### config.mk
export PLATFORM = sky130hd
export DESIGN_NAME = rms_audio_level_meter_flat
export DESIGN_NICKNAME = d
export VERILOG_FILES = /design/src/sv/rmslm_pkg.sv /design/src/sv/rmslm_req_if.sv /design/src/sv/rmslm_rsp_if.sv /design/src/sv/rmslm_ctrl.sv /design/src/sv/rmslm_datapath.sv /design/src/sv/rms_audio_level_meter.sv /design/src/flat_wrapper.sv
export SDC_FILE = /design/constraint.sdc
export NUM_CORES = 1
export LEC_CHECK = 0
export BUFFER_PORTS_ARGS = -buffer_cell sky130_fd_sc_hd__buf_2
export CAP_MARGIN = 25
export CORE_MARGIN = 2
export CORE_UTILIZATION = 55
export DETAILED_ROUTE_END_ITERATION = 10
export PLACE_DENSITY = 0.72
export SLEW_MARGIN = 20
export SYNTH_ARGS = -nofsm -noshare
export SYNTH_HDL_FRONTEND = slang
export SYNTH_SLANG_ARGS = --single-unit
### constraint.sdc
create_clock -name clock -period 10.7 [get_ports clock]
set_clock_uncertainty 0.2 [all_clocks]
set_input_delay 0.535 -clock clock [delete_from_list [all_inputs] [get_ports clock]]
set_output_delay 0.535 -clock clock [all_outputs]
set_load 0.01 [all_outputs]
### src/sv/rmslm_pkg.sv
// Package: widths, constants, controller states and command/status types of the level meter.
`default_nettype none

package rmslm_pkg;

   localparam int unsigned MAX_WINDOW = 128;

   localparam int RAW_W    = 32;
   localparam int SAMPLE_W = 16;
   localparam int SQUARE_W = 2 * SAMPLE_W;
   localparam int SUM_W    = 38;
   localparam int COUNT_W  = 8;
   localparam int RMS_W    = 16;
   localparam int LEVEL_W  = 7;
   localparam int ROOT_W   = SUM_W / 2;
   localparam int SQREM_W  = ROOT_W + 2;
   localparam int ITER_W   = 6;

   localparam int DIV_STEPS  = SUM_W;
   localparam int SQRT_STEPS = SUM_W / 2;

   localparam logic [COUNT_W-1:0] WINDOW_RESET = 8'd100;

   localparam int LEVEL_SCALE       = 100;
   localparam int LEVEL_MAX         = 100;
   localparam int FULL_SCALE_SHIFT  = 15;
   localparam int LEVEL_PROD_W      = ROOT_W + LEVEL_W;

   typedef enum logic [2:0] {
      ST_IDLE,
      ST_ACCUM,
      ST_DIV,
      ST_SQRT,
      ST_EMIT
   } state_type;

   typedef struct packed {
      logic capture;
      logic accum;
      logic div_step;
      logic sqrt_step;
      logic emit;
   } cmd_type;

   typedef struct packed {
      logic close;
      logic div_last;
      logic sqrt_last;
      logic out_free;
   } status_type;

endpackage

`default_nettype wire

### src/sv/rmslm_req_if.sv
// Interface: input channel carrying one raw receiver word per transfer.
`default_nettype none

interface rmslm_req_if import rmslm_pkg::*; ();
   logic                    valid;
   logic                    ready;
   logic signed [RAW_W-1:0] raw_word;
   logic                    read_failed;

   modport source (output valid, output raw_word, output read_failed, input ready);
   modport sink   (input valid, input raw_word, input read_failed, output ready);
endinterface

`default_nettype wire

### src/sv/rmslm_rsp_if.sv
// Interface: result channel carrying one level measurement per transfer.
`default_nettype none

interface rmslm_rsp_if import rmslm_pkg::*; ();
   logic               valid;
   logic               ready;
   logic [RMS_W-1:0]   rms_value;
   logic [LEVEL_W-1:0] level;
   logic [COUNT_W-1:0] sample_count;

   modport source (output valid, output rms_value, output level, output sample_count,
                   input ready);
   modport sink   (input valid, input rms_value, input level, input sample_count,
                   output ready);
endinterface

`default_nettype wire

### src/sv/rmslm_ctrl.sv
// Controller state machine: sequences capture, accumulate, divide, square root and result load.
`default_nettype none

module rmslm_ctrl import rmslm_pkg::*; (
   input  wire         clock,
   input  wire         reset,
   input  wire         req_valid,
   output logic        req_ready,
   input  status_type  status,
   output cmd_type     cmd
);

   state_type state_ff;
   state_type state_in;

   always_ff @(posedge clock) begin
      if (reset) begin
         state_ff <= ST_IDLE;
      end else begin
         state_ff <= state_in;
      end
   end

   always_comb begin
      state_in = state_ff;
      case (state_ff)
         ST_IDLE: begin
            if (req_valid) state_in = ST_ACCUM;
         end
         ST_ACCUM: begin
            state_in = status.close ? ST_DIV : ST_IDLE;
         end
         ST_DIV: begin
            if (status.div_last) state_in = ST_SQRT;
         end
         ST_SQRT: begin
            if (status.sqrt_last) state_in = ST_EMIT;
         end
         ST_EMIT: begin
            if (status.out_free) state_in = ST_IDLE;
         end
         default: begin
            state_in = ST_IDLE;
         end
      endcase
   end

   always_comb begin
      req_ready     = 1'b0;
      cmd           = '0;
      case (state_ff)
         ST_IDLE: begin
            req_ready   = 1'b1;
            cmd.capture = req_valid;
         end
         ST_ACCUM: begin
            cmd.accum = 1'b1;
         end
         ST_DIV: begin
            cmd.div_step = 1'b1;
         end
         ST_SQRT: begin
            cmd.sqrt_step = 1'b1;
         end
         ST_EMIT: begin
            cmd.emit = status.out_free;
         end
         default: begin
            cmd = '0;
         end
      endcase
   end

endmodule

`default_nettype wire

### src/sv/rmslm_datapath.sv
// Datapath: window accumulator, restoring divider, digit square root and output register.
`default_nettype none

module rmslm_datapath import rmslm_pkg::*; (
   input  wire                        clock,
   input  wire                        reset,
   input  wire                        csr_wr_en,
   input  wire        [COUNT_W-1:0]   csr_wr_data,
   input  cmd_type                    cmd,
   output status_type                 status,
   input  wire signed [RAW_W-1:0]     raw_word,
   input  wire                        read_failed,
   input  wire                        rsp_ready,
   output logic                       rsp_valid,
   output logic       [RMS_W-1:0]     rms_value,
   output logic       [LEVEL_W-1:0]   level,
   output logic       [COUNT_W-1:0]   sample_count
);

   // Window length register
   logic [COUNT_W-1:0]  window_ff;
   logic [COUNT_W-1:0]  limit;

   // Captured item
   logic [SAMPLE_W-1:0] mag_ff;
   logic                fail_ff;
   logic [SAMPLE_W-1:0] hi_word;
   logic [SAMPLE_W-1:0] mag_in;

   // Accumulator
   logic [SUM_W-1:0]    sum_ff;
   logic [COUNT_W-1:0]  count_ff;
   logic [SQUARE_W-1:0] square;
   logic [SUM_W-1:0]    sum_new;
   logic [COUNT_W-1:0]  count_new;
   logic                close;

   // Divider / square root
   logic [SUM_W-1:0]    work_ff;
   logic [COUNT_W-1:0]  div_ff;
   logic [COUNT_W-1:0]  rem_ff;
   logic [ITER_W-1:0]   iter_ff;
   logic [COUNT_W:0]    div_trial;
   logic                div_ge;
   logic [COUNT_W:0]    div_diff;
   logic [SQREM_W-1:0]  sqrem_ff;
   logic [ROOT_W-1:0]   root_ff;
   logic [SQREM_W+1:0]  sq_shift;
   logic [SQREM_W+1:0]  sq_trial;
   logic                sq_ge;
   logic [SQREM_W+1:0]  sq_diff;
   logic                div_last;
   logic                sqrt_last;

   // Result
   logic [COUNT_W-1:0]      count_out_ff;
   logic                    rsp_valid_ff;
   logic [RMS_W-1:0]        rms_ff;
   logic [LEVEL_W-1:0]      level_ff;
   logic [COUNT_W-1:0]      count_rsp_ff;
   logic [LEVEL_PROD_W-1:0] level_prod;
   logic [LEVEL_PROD_W-FULL_SCALE_SHIFT-1:0] level_scaled;
   logic [LEVEL_W-1:0]      level_in;
   logic                    out_free;

   // Effective window length: zero acts as one, saturate at the maximum
   always_comb begin
      limit = window_ff;
      if (window_ff == '0) limit = COUNT_W'(1);
      if (32'(window_ff) > MAX_WINDOW) limit = COUNT_W'(MAX_WINDOW);
   end

   assign hi_word = raw_word[RAW_W-1 -: SAMPLE_W];
   assign mag_in  = hi_word[SAMPLE_W-1] ? (~hi_word + SAMPLE_W'(1)) : hi_word;

   assign square    = SQUARE_W'(mag_ff) * SQUARE_W'(mag_ff);
   assign sum_new   = sum_ff + SUM_W'(square);
   assign count_new = count_ff + COUNT_W'(1);
   assign close     = fail_ff || (count_new >= limit);

   assign div_trial = {rem_ff, work_ff[SUM_W-1]};
   assign div_ge    = div_trial >= {1'b0, div_ff};
   assign div_diff  = div_trial - {1'b0, div_ff};

   assign sq_shift  = {sqrem_ff, work_ff[SUM_W-1 -: 2]};
   assign sq_trial  = (SQREM_W+2)'({root_ff, 2'b01});
   assign sq_ge     = sq_shift >= sq_trial;
   assign sq_diff   = sq_shift - sq_trial;

   assign div_last  = iter_ff == ITER_W'(DIV_STEPS - 1);
   assign sqrt_last = iter_ff == ITER_W'(SQRT_STEPS - 1);

   assign level_prod   = LEVEL_PROD_W'(root_ff) * LEVEL_PROD_W'(LEVEL_SCALE);
   assign level_scaled = level_prod[LEVEL_PROD_W-1:FULL_SCALE_SHIFT];
   assign level_in     = (32'(level_scaled) > LEVEL_MAX) ? LEVEL_W'(LEVEL_MAX)
                                                         : LEVEL_W'(level_scaled);

   assign out_free = !rsp_valid_ff || rsp_ready;

   assign status.close     = close;
   assign status.div_last  = div_last;
   assign status.sqrt_last = sqrt_last;
   assign status.out_free  = out_free;

   assign rsp_valid    = rsp_valid_ff;
   assign rms_value    = rms_ff;
   assign level        = level_ff;
   assign sample_count = count_rsp_ff;

   // Control state
   always_ff @(posedge clock) begin
      if (reset) begin
         window_ff    <= WINDOW_RESET;
         sum_ff       <= '0;
         count_ff     <= '0;
         iter_ff      <= '0;
         rsp_valid_ff <= 1'b0;
      end else begin
         if (csr_wr_en) window_ff <= csr_wr_data;

         if (cmd.accum) begin
            if (close) begin
               sum_ff   <= '0;
               count_ff <= '0;
            end else begin
               sum_ff   <= sum_new;
               count_ff <= count_new;
            end
            iter_ff <= '0;
         end else if (cmd.div_step) begin
            iter_ff <= div_last ? '0 : iter_ff + ITER_W'(1);
         end else if (cmd.sqrt_step) begin
            iter_ff <= sqrt_last ? '0 : iter_ff + ITER_W'(1);
         end

         if (cmd.emit) begin
            rsp_valid_ff <= 1'b1;
         end else if (rsp_ready) begin
            rsp_valid_ff <= 1'b0;
         end
      end
   end

   // Payload registers
   always_ff @(posedge clock) begin
      if (cmd.capture) begin
         mag_ff  <= mag_in;
         fail_ff <= read_failed;
      end

      if (cmd.accum && close) begin
         sqrem_ff <= '0;
         root_ff  <= '0;
         rem_ff   <= '0;
         if (fail_ff) begin
            // Empty window divides zero by one
            work_ff      <= (count_ff == '0) ? '0 : sum_ff;
            div_ff       <= (count_ff == '0) ? COUNT_W'(1) : count_ff;
            count_out_ff <= count_ff;
         end else begin
            work_ff      <= sum_new;
            div_ff       <= count_new;
            count_out_ff <= count_new;
         end
      end else if (cmd.div_step) begin
         rem_ff  <= div_ge ? div_diff[COUNT_W-1:0] : div_trial[COUNT_W-1:0];
         work_ff <= {work_ff[SUM_W-2:0], div_ge};
      end else if (cmd.sqrt_step) begin
         sqrem_ff <= sq_ge ? sq_diff[SQREM_W-1:0] : sq_shift[SQREM_W-1:0];
         root_ff  <= {root_ff[ROOT_W-2:0], sq_ge};
         work_ff  <= {work_ff[SUM_W-3:0], 2'b00};
      end

      if (cmd.emit) begin
         rms_ff       <= root_ff[RMS_W-1:0];
         level_ff     <= level_in;
         count_rsp_ff <= count_out_ff;
      end
   end

endmodule

`default_nettype wire

### src/sv/rms_audio_level_meter.sv
// Top level: RMS audio level meter built from a controller and a datapath.
//
//   channel  | direction | transfer content
//   ---------+-----------+----------------------------------------------
//   req_bus  | in        | raw_word (32b signed), read_failed (1b)
//   rsp_bus  | out       | rms_value (16b), level (7b), sample_count (8b)
//   csr_*    | in        | window_length write, taken at any clock edge with csr_wr_en high
//
// An item that leaves the window open passes through capture and accumulate.
// An item that closes the window passes through capture, accumulate, 38 steps of
// the one-bit restoring divider, 19 steps of the two-bit square root, result load.
// The result load waits while the output register still holds an untaken result;
// the output register lets the next item enter while a result sits on rsp_bus.
// Reset is synchronous; window length returns to 100, the window empties.
`default_nettype none

module rms_audio_level_meter import rmslm_pkg::*; (
   input  wire                  clock,
   input  wire                  reset,
   input  wire                  csr_wr_en,
   input  wire  [COUNT_W-1:0]   csr_wr_data,
   rmslm_req_if.sink            req_bus,
   rmslm_rsp_if.source          rsp_bus
);

   cmd_type    cmd;
   status_type status;

   // Sequence each item: capture on transfer, then accumulate and, on close,
   // divide, take the root and load the result.
   rmslm_ctrl u_ctrl (
      .clock     (clock),
      .reset     (reset),
      .req_valid (req_bus.valid),
      .req_ready (req_bus.ready),
      .status    (status),
      .cmd       (cmd)
   );

   // Hold the window sums, run the shared iteration counter for divide and
   // square root, and drive the result register straight onto rsp_bus.
   rmslm_datapath u_datapath (
      .clock        (clock),
      .reset        (reset),
      .csr_wr_en    (csr_wr_en),
      .csr_wr_data  (csr_wr_data),
      .cmd          (cmd),
      .status       (status),
      .raw_word     (req_bus.raw_word),
      .read_failed  (req_bus.read_failed),
      .rsp_ready    (rsp_bus.ready),
      .rsp_valid    (rsp_bus.valid),
      .rms_value    (rsp_bus.rms_value),
      .level        (rsp_bus.level),
      .sample_count (rsp_bus.sample_count)
   );

endmodule

`default_nettype wire

### src/flat_wrapper.sv
// flat-port wrapper written by rule: the top's interface ports become plain ports
module rms_audio_level_meter_flat import rmslm_pkg::*;
  (clock, reset, csr_wr_en, csr_wr_data, req_bus_valid, req_bus_raw_word, req_bus_read_failed, req_bus_ready, rsp_bus_valid, rsp_bus_rms_value, rsp_bus_level, rsp_bus_sample_count, rsp_bus_ready);
  rmslm_req_if req_bus_i ();
  rmslm_rsp_if rsp_bus_i ();
  input  wire clock;
  input  wire reset;
  input  wire csr_wr_en;
  input  wire  [COUNT_W-1:0] csr_wr_data;
  input wire logic [$bits(req_bus_i.valid)-1:0] req_bus_valid;
  input wire logic [$bits(req_bus_i.raw_word)-1:0] req_bus_raw_word;
  input wire logic [$bits(req_bus_i.read_failed)-1:0] req_bus_read_failed;
  output wire logic [$bits(req_bus_i.ready)-1:0] req_bus_ready;
  output wire logic [$bits(rsp_bus_i.valid)-1:0] rsp_bus_valid;
  output wire logic [$bits(rsp_bus_i.rms_value)-1:0] rsp_bus_rms_value;
  output wire logic [$bits(rsp_bus_i.level)-1:0] rsp_bus_level;
  output wire logic [$bits(rsp_bus_i.sample_count)-1:0] rsp_bus_sample_count;
  input wire logic [$bits(rsp_bus_i.ready)-1:0] rsp_bus_ready;
  assign req_bus_i.valid = req_bus_valid;
  assign req_bus_i.raw_word = req_bus_raw_word;
  assign req_bus_i.read_failed = req_bus_read_failed;
  assign req_bus_ready = req_bus_i.ready;
  assign rsp_bus_valid = rsp_bus_i.valid;
  assign rsp_bus_rms_value = rsp_bus_i.rms_value;
  assign rsp_bus_level = rsp_bus_i.level;
  assign rsp_bus_sample_count = rsp_bus_i.sample_count;
  assign rsp_bus_i.ready = rsp_bus_ready;
  rms_audio_level_meter u_core (.clock(clock), .reset(reset), .csr_wr_en(csr_wr_en), .csr_wr_data(csr_wr_data), .req_bus(req_bus_i), .rsp_bus(rsp_bus_i));
endmodule
Word level (Yosys, flattened, before mapping)
Cells that the tools add are included.
{ "classes": {"n_addsub": 6, "n_mul": 2, "magnitude_cmp": 5, "n_eq_ne": 10, "mux": 33, "bitwise": 2, "reduce_logical": 13} }
{ "ops": {"columns": ["cell", "n"], "rows": [
  ["$mux W38", 6],
  ["$mux W8", 7],
  ["$add A38 B32 Y38", 1],
  ["$mul A16 B16 Y32", 1],
  ["$mul A19 B5 Y24 const B", 1],
  ["$mux W6", 4],
  ["$ge A23 B21 Y1", 1],
  ["$mux W21", 1],
  ["$sub A21 B21 Y21", 1],
  ["$add A16 B1 Y16 const B", 1],
  ["$logic_not A8 Y1", 2],
  ["$not A16 Y16", 1],
  ["$mux W15", 1],
  ["$pmux W3 S5", 1],
  ["$mux W3", 4],
  ["$gt A11 B7 Y1 const B", 1],
  ["$ge A9 B8 Y1", 1],
  ["$add A8 B1 Y8 const B", 1],
  ["$ge A8 B8 Y1", 1],
  ["$gt A8 B8 Y1 const B", 1],
  ["$mux W1", 8],
  ["$ne A2 B2 Y1 const B", 4],
  ["$sub A8 B8 Y8", 1],
  ["$add A6 B1 Y6 const B", 1],
  ["16 further kinds", 19]
]} }
{ "word_totals": {"register_bits": 214, "output_inout_bits": 33, "wordCells": 89} }

Depth between registers and ports, before layout
{ "depth": {"depth_word": 7, "mapped_depth": 25} }

Cells and area by module
A second synthesis with hierarchy kept.
{ "unflattened": {"hier_cells": 2288, "area_unflattened_um2": 21075.2} }
{ "modules_own_cells": {"columns": ["module", "n_inst", "cells_per_inst", "area_each_um2"], "rows": [
  ["rmslm_datapath", 1, 2263, 20856.3],
  ["rmslm_ctrl", 1, 25, 219.0]
]} }

Worst setup path before layout
No wires, ideal clock.
{ "synth_timing": {"path_type": "flip-flop to flip-flop", "start": "register u_core.u_datapath.mag_ff[4]", "end": "register u_core.u_datapath.work_ff[33] (data pin)", "arrival_ps": 6070, "path_slack_ps": 4159, "stages_incl_launch_ff": 23, "path_cell_list": "edfxtp_1 clkbuf_1 clkbuf_1 nand2_1 fa_1 inv_1 fa_1 fa_1 fa_1 fa_1 inv_1 fa_1 inv_1 ha_1 clkbuf_1 a211oi_1 o31ai_1 a31oi_1 o22ai_1 or2_2 a31oi_1 xor2_1 o21ai_0"} }
{ "synth_between": {"elab_chain_cells": 4} }
{ "synth_lines": {"columns": ["item", "line", "rtl"], "rows": [
  ["start: declaration", "rmslm_datapath.sv:25", "logic [SAMPLE_W-1:0] mag_ff;"],
  ["start signal: assignment", "rmslm_datapath.sv:147", "mag_ff <= mag_in;"],
  ["$mul A16 B16 Y32", "rmslm_datapath.sv:76", "assign square = SQUARE_W'(mag_ff) * SQUARE_W'(mag_ff);"],
  ["$add A38 B32 Y38", "rmslm_datapath.sv:77", "assign sum_new = sum_ff + SUM_W'(square);"],
  ["$mux W38", "rmslm_datapath.sv:155", "if (fail_ff) begin"],
  ["$mux W38", "rmslm_datapath.sv:151", "if (cmd.accum && close) begin"],
  ["end signal: assignment", "rmslm_datapath.sv:157", "work_ff <= (count_ff == '0) ? '0 : sum_ff;"],
  ["end signal: assignment", "rmslm_datapath.sv:161", "work_ff <= sum_new;"],
  ["end signal: assignment", "rmslm_datapath.sv:167", "work_ff <= {work_ff[SUM_W-2:0], div_ge};"],
  ["end: declaration", "rmslm_datapath.sv:39", "logic [SUM_W-1:0] work_ff;"]
]} }
Every way passes these cells.
A chain may end at the register's enable or synchronous reset.

Final worst setup path
{ "layout_timing": {"start": "register u_core.u_datapath.mag_ff[4]", "end": "register u_core.u_datapath.work_ff[34] (data pin)"} }
The elaborated chain is that of the path after synthesis.

==> flow_summary.json <==
{
  "grt-ovfl-total": 0,
  "layout-drive-gt1-share_pct": 6.79,
  "avgSynthCellArea_sq_um": 9.19,
  "grt_use_total_pct": 23.9,
  "fin_crit_ns": 7.29,
  "reg2reg_to": "u_core.u_datapath.work_ff[34]",
  "drtAntennaViolNets": 0,
  "whs_ns": 0.0250,
  "dieArea_sq_um": 39500,
  "reg2reg_slack_ns": 3.41,
  "die_h_um": 199,
  "cts_setup_buffers": 0,
  "relSlewSlack_pct": 33.5,
  "hold_viol_final": 0,
  "maxCapViolCount": 0,
  "ctsLongestPathBuffers": 3,
  "routed_via_density": 5.52,
  "start_util_pct": 55.7,
  "crit_path_max_fanout": 17,
  "io_buffers": 62,
  "cts_root_buffer": "clkbuf_16",
  "final_nets": 2754,
  "setup_viol": 0,
  "vias": 15600,
  "ioPinCount": 79,
  "synth_cell_types": 87,
  "startpoint_type": "flip-flop",
  "wl_um": 45400,
  "path_class": "flip-flop to flip-flop",
  "die_x_um": 199,
  "timing.rr.start": "u_core.u_datapath.mag_ff[4]",
  "grt_pass1_wl_um": 76500,
  "dp.final_hpwl_um": 34600,
  "cts_tree": "built",
  "num_antenna_cells": 0,
  "synthArstFlopShare_pct": 0,
  "yosysTopAreaCell": "fa_1",
  "worst_pin_slew_ns": 0.996,
  "synth-edff-count": 102,
  "cp-end-kind": "flip-flop",
  "crit_required_ns": 10.80,
  "hold_class": "input port to flip-flop",
  "ys_seq_area_share_pct": 25.4,
  "insertion_delay_ns": 0.55,
  "dr.pass1.iters": 7,
  "maxSlewViolCount": 0,
  "reg2reg_depth": 23,
  "grt_pass1_vias": 15700,
  "antenna_found_initial": 0,
  "critPathArrivalTime_ns": 7.40,
  "cts_max_level": 1,
  "route.detailed.drc": 0,
  "rsz0062_at_grt": "no",
  "core_region_area_sq_um": 37500,
  "ys_ff_latch": 214,
  "fmax_mhz": 137,
  "cts_made_buffers": 26,
  "clkTransAtPathRegs_ns": 0.06,
  "startpoint": "u_core.u_datapath.mag_ff[4]",
  "syn_area_sq_um": 20900,
  "wl_per_cell_um": 16.1,
  "fp-row-count": 71,
  "ctsResizeCount": 0,
  "finalSetupTns_ns": 0,
  "yosys_warnings": 0,
  "grt_max_degree": 58,
  "synth_ff_type": "dfxtp_1",
  "yosys.area.top_type_share_pct": 20.2,
  "endpoint": "u_core.u_datapath.work_ff[34]",
  "fin_crit_sh_pct": 68.1,
  "synth_nets": 2732,
  "areaGrowthSynthToFinish_pct": 7.64,
  "drt_iter0_markers": 945,
  "netlist_instances": 2269,
  "cts_sinks": 214,
  "outcome": "completed",
  "place_congestion": 0.890,
  "synth_area_leaders": "fa_1 20%, edfxtp_1 15%, ha_1 12%"
}
worst max-delay path: stages (launching register included):
cell and delay (ns):
edfxtp_1 0.82, inv_1 0.25, nor2_1 0.22, inv_1 0.09
fa_1 0.53, inv_1 0.05, fa_1 0.55, inv_1 0.07
fa_1 0.50, inv_1 0.05, fa_1 0.47, inv_1 0.06
fa_1 0.52, inv_1 0.05, fa_1 0.47, ha_1 0.39
o21ai_0 0.10, a21oi_1 0.23, nand2_1 0.13, o31ai_4 0.33
a41oi_2 0.25, a21oi_2 0.28, o21ai_1 0.09, a211o_1 0.32
sequential cells by signal, indices dropped and copies added, names as in the netlist, 8 cells and up:
signal	cells
u_core.u_datapath.rem_ff	8
u_core.u_datapath.count_out_ff	8
u_core.u_datapath.rms_value	16
u_core.u_datapath.sum_ff	38
u_core.u_datapath.mag_ff	16
u_core.u_datapath.window_ff	8
u_core.u_datapath.work_ff	38
u_core.u_datapath.div_ff	8
u_core.u_datapath.root_ff	19
u_core.u_datapath.sample_count	8
u_core.u_datapath.sqrem_ff	21
u_core.u_datapath.count_ff	8
synthesized netlist by cell type, types with 5 or more instances:
cell type  count
nor3_1        26
a21boi_0       5
nor4_1         6
ha_1         206
a221o_1        8
fa_1         211
o21a_1        11
dfxtp_1      112
a22o_1        14
o21ai_1        9
nand2b_1      14
clkbuf_1      66
or3_1          6
a22oi_1       21
o22ai_1       16
mux2_2         6
a21o_1        28
a21oi_1      114
a222oi_1       8
xnor2_1       63
nand4_1       17
a211oi_1      14
edfxtp_1     102
o21bai_1       8
o21ai_0       98
nand3_1       31
nand2_1      202
xor2_1        35
inv_1        468
nor2_1        96
o211ai_1      19
a211o_1        5
mux2i_1       26
nor2b_1       16
and3_1        14
a31oi_1       11
and2_1        54
o31ai_1       13
buf_1          7
metal layers:
| layer | wire [um] | GRT usage [%] | share of wire [%] | vias up |
|---|---|---|---|---|
| met1 | 20500 | 32.4 | 45 | 7648 |
| met4 | 932 | 6.25 | 2.1 | 0 |
| li1 | - | - | - | 7543 |
| met5 | 0 | 0 | 0 | - |
| met2 | 22100 | 40.8 | 49 | 314 |
| met3 | 1840 | 2.58 | 4.0 | 67 |
how the worst min path moves through the flow:
stage                                           start                                 to  slack [ns]  cells past startpoint
global route                     req_bus_raw_word[16]        u_core.u_datapath.mag_ff[0]       0.008                      1
detailed placement  u_core.u_datapath.count_out_ff[0]  u_core.u_datapath.sample_count[0]        0.20                      0
finish                           req_bus_raw_word[16]        u_core.u_datapath.mag_ff[0]        0.02                      1
CTS                              req_bus_raw_word[16]        u_core.u_datapath.mag_ff[0]       0.004                      1
floorplan           u_core.u_datapath.count_out_ff[0]  u_core.u_datapath.sample_count[0]        0.20                      0
global placement    u_core.u_datapath.count_out_ff[6]  u_core.u_datapath.sample_count[6]        0.20                      0
kinds of logic after synthesis:
logic type | count (synthesis) | share of synthesized area, %
adder cells (fa/ha/maj) | 417 | 32.6
AND/OR/NAND/NOR | 505 | 11.6
XOR/XNOR | 98 | 4.11
AO/OA/AOI/OAI | 447 | 14.3
flip-flops | 214 | 25.4
multiplexers | 33 | 1.63
buffers and inverters | 555 | 10.4
through the flow:
stage | instances | instance area, sq um | util [%] | setup slack [ns]
6_report | 2822 | 22500 | 59.9 | 3.41
5_1_grt | 2822 | 22500 | 59.9 | 3.06
4_1_cts | 2821 | 22400 | 59.8 | 3.44
3_5_place_dp | 2768 | 21500 | 57.4 | 3.45
3_3_place_gp | 2768 | 21500 | 57.4 | 3.47
2_1_floorplan | 2269 | 20900 | - | 4.16
area by class of cell:
class | instances | area (sq um)
clock buffers | 31 | 689
clock inverters | 17 | 166
fillers | 3218 | 15000
inverters | 469 | 1760
multi-input cells | 1500 | 13400
flip-flops and latches | 214 | 5310
well taps | 511 | 639
repair buffers | 80 | 478
layout by cell type (no fill, tap or decap), drive strengths merged, types with 6 or more instances in the layout:
cell type	n
a21o	29
mux2i	26
dfxtp	112
inv	468
or3	6
a21oi	119
nor3	27
a31oi	11
nor2b	16
o31ai	15
buf	75
a22oi	21
nand4	17
a222oi	8
nand2	202
xor2	35
nor2	96
and3	16
edfxtp	102
fa	211
nand2b	14
clkinv	14
o22ai	16
nor4	9
o21a	11
xnor2	63
a211oi	15
mux2	7
a221o	8
and2	54
a22o	14
a21boi	7
ha	206
clkbuf	31
o21bai	8
o211ai	19
nand3	31
o21ai	107
repair_timing:
action	4_1_cts	5_1_grt
hold buffers	5	0
endpoints found under the hold margin	5	0
setup endpoints to repair	0	0
Power is not shown: default switching activity piles up to over one toggle a cycle in this logic, so the estimate is an artifact.
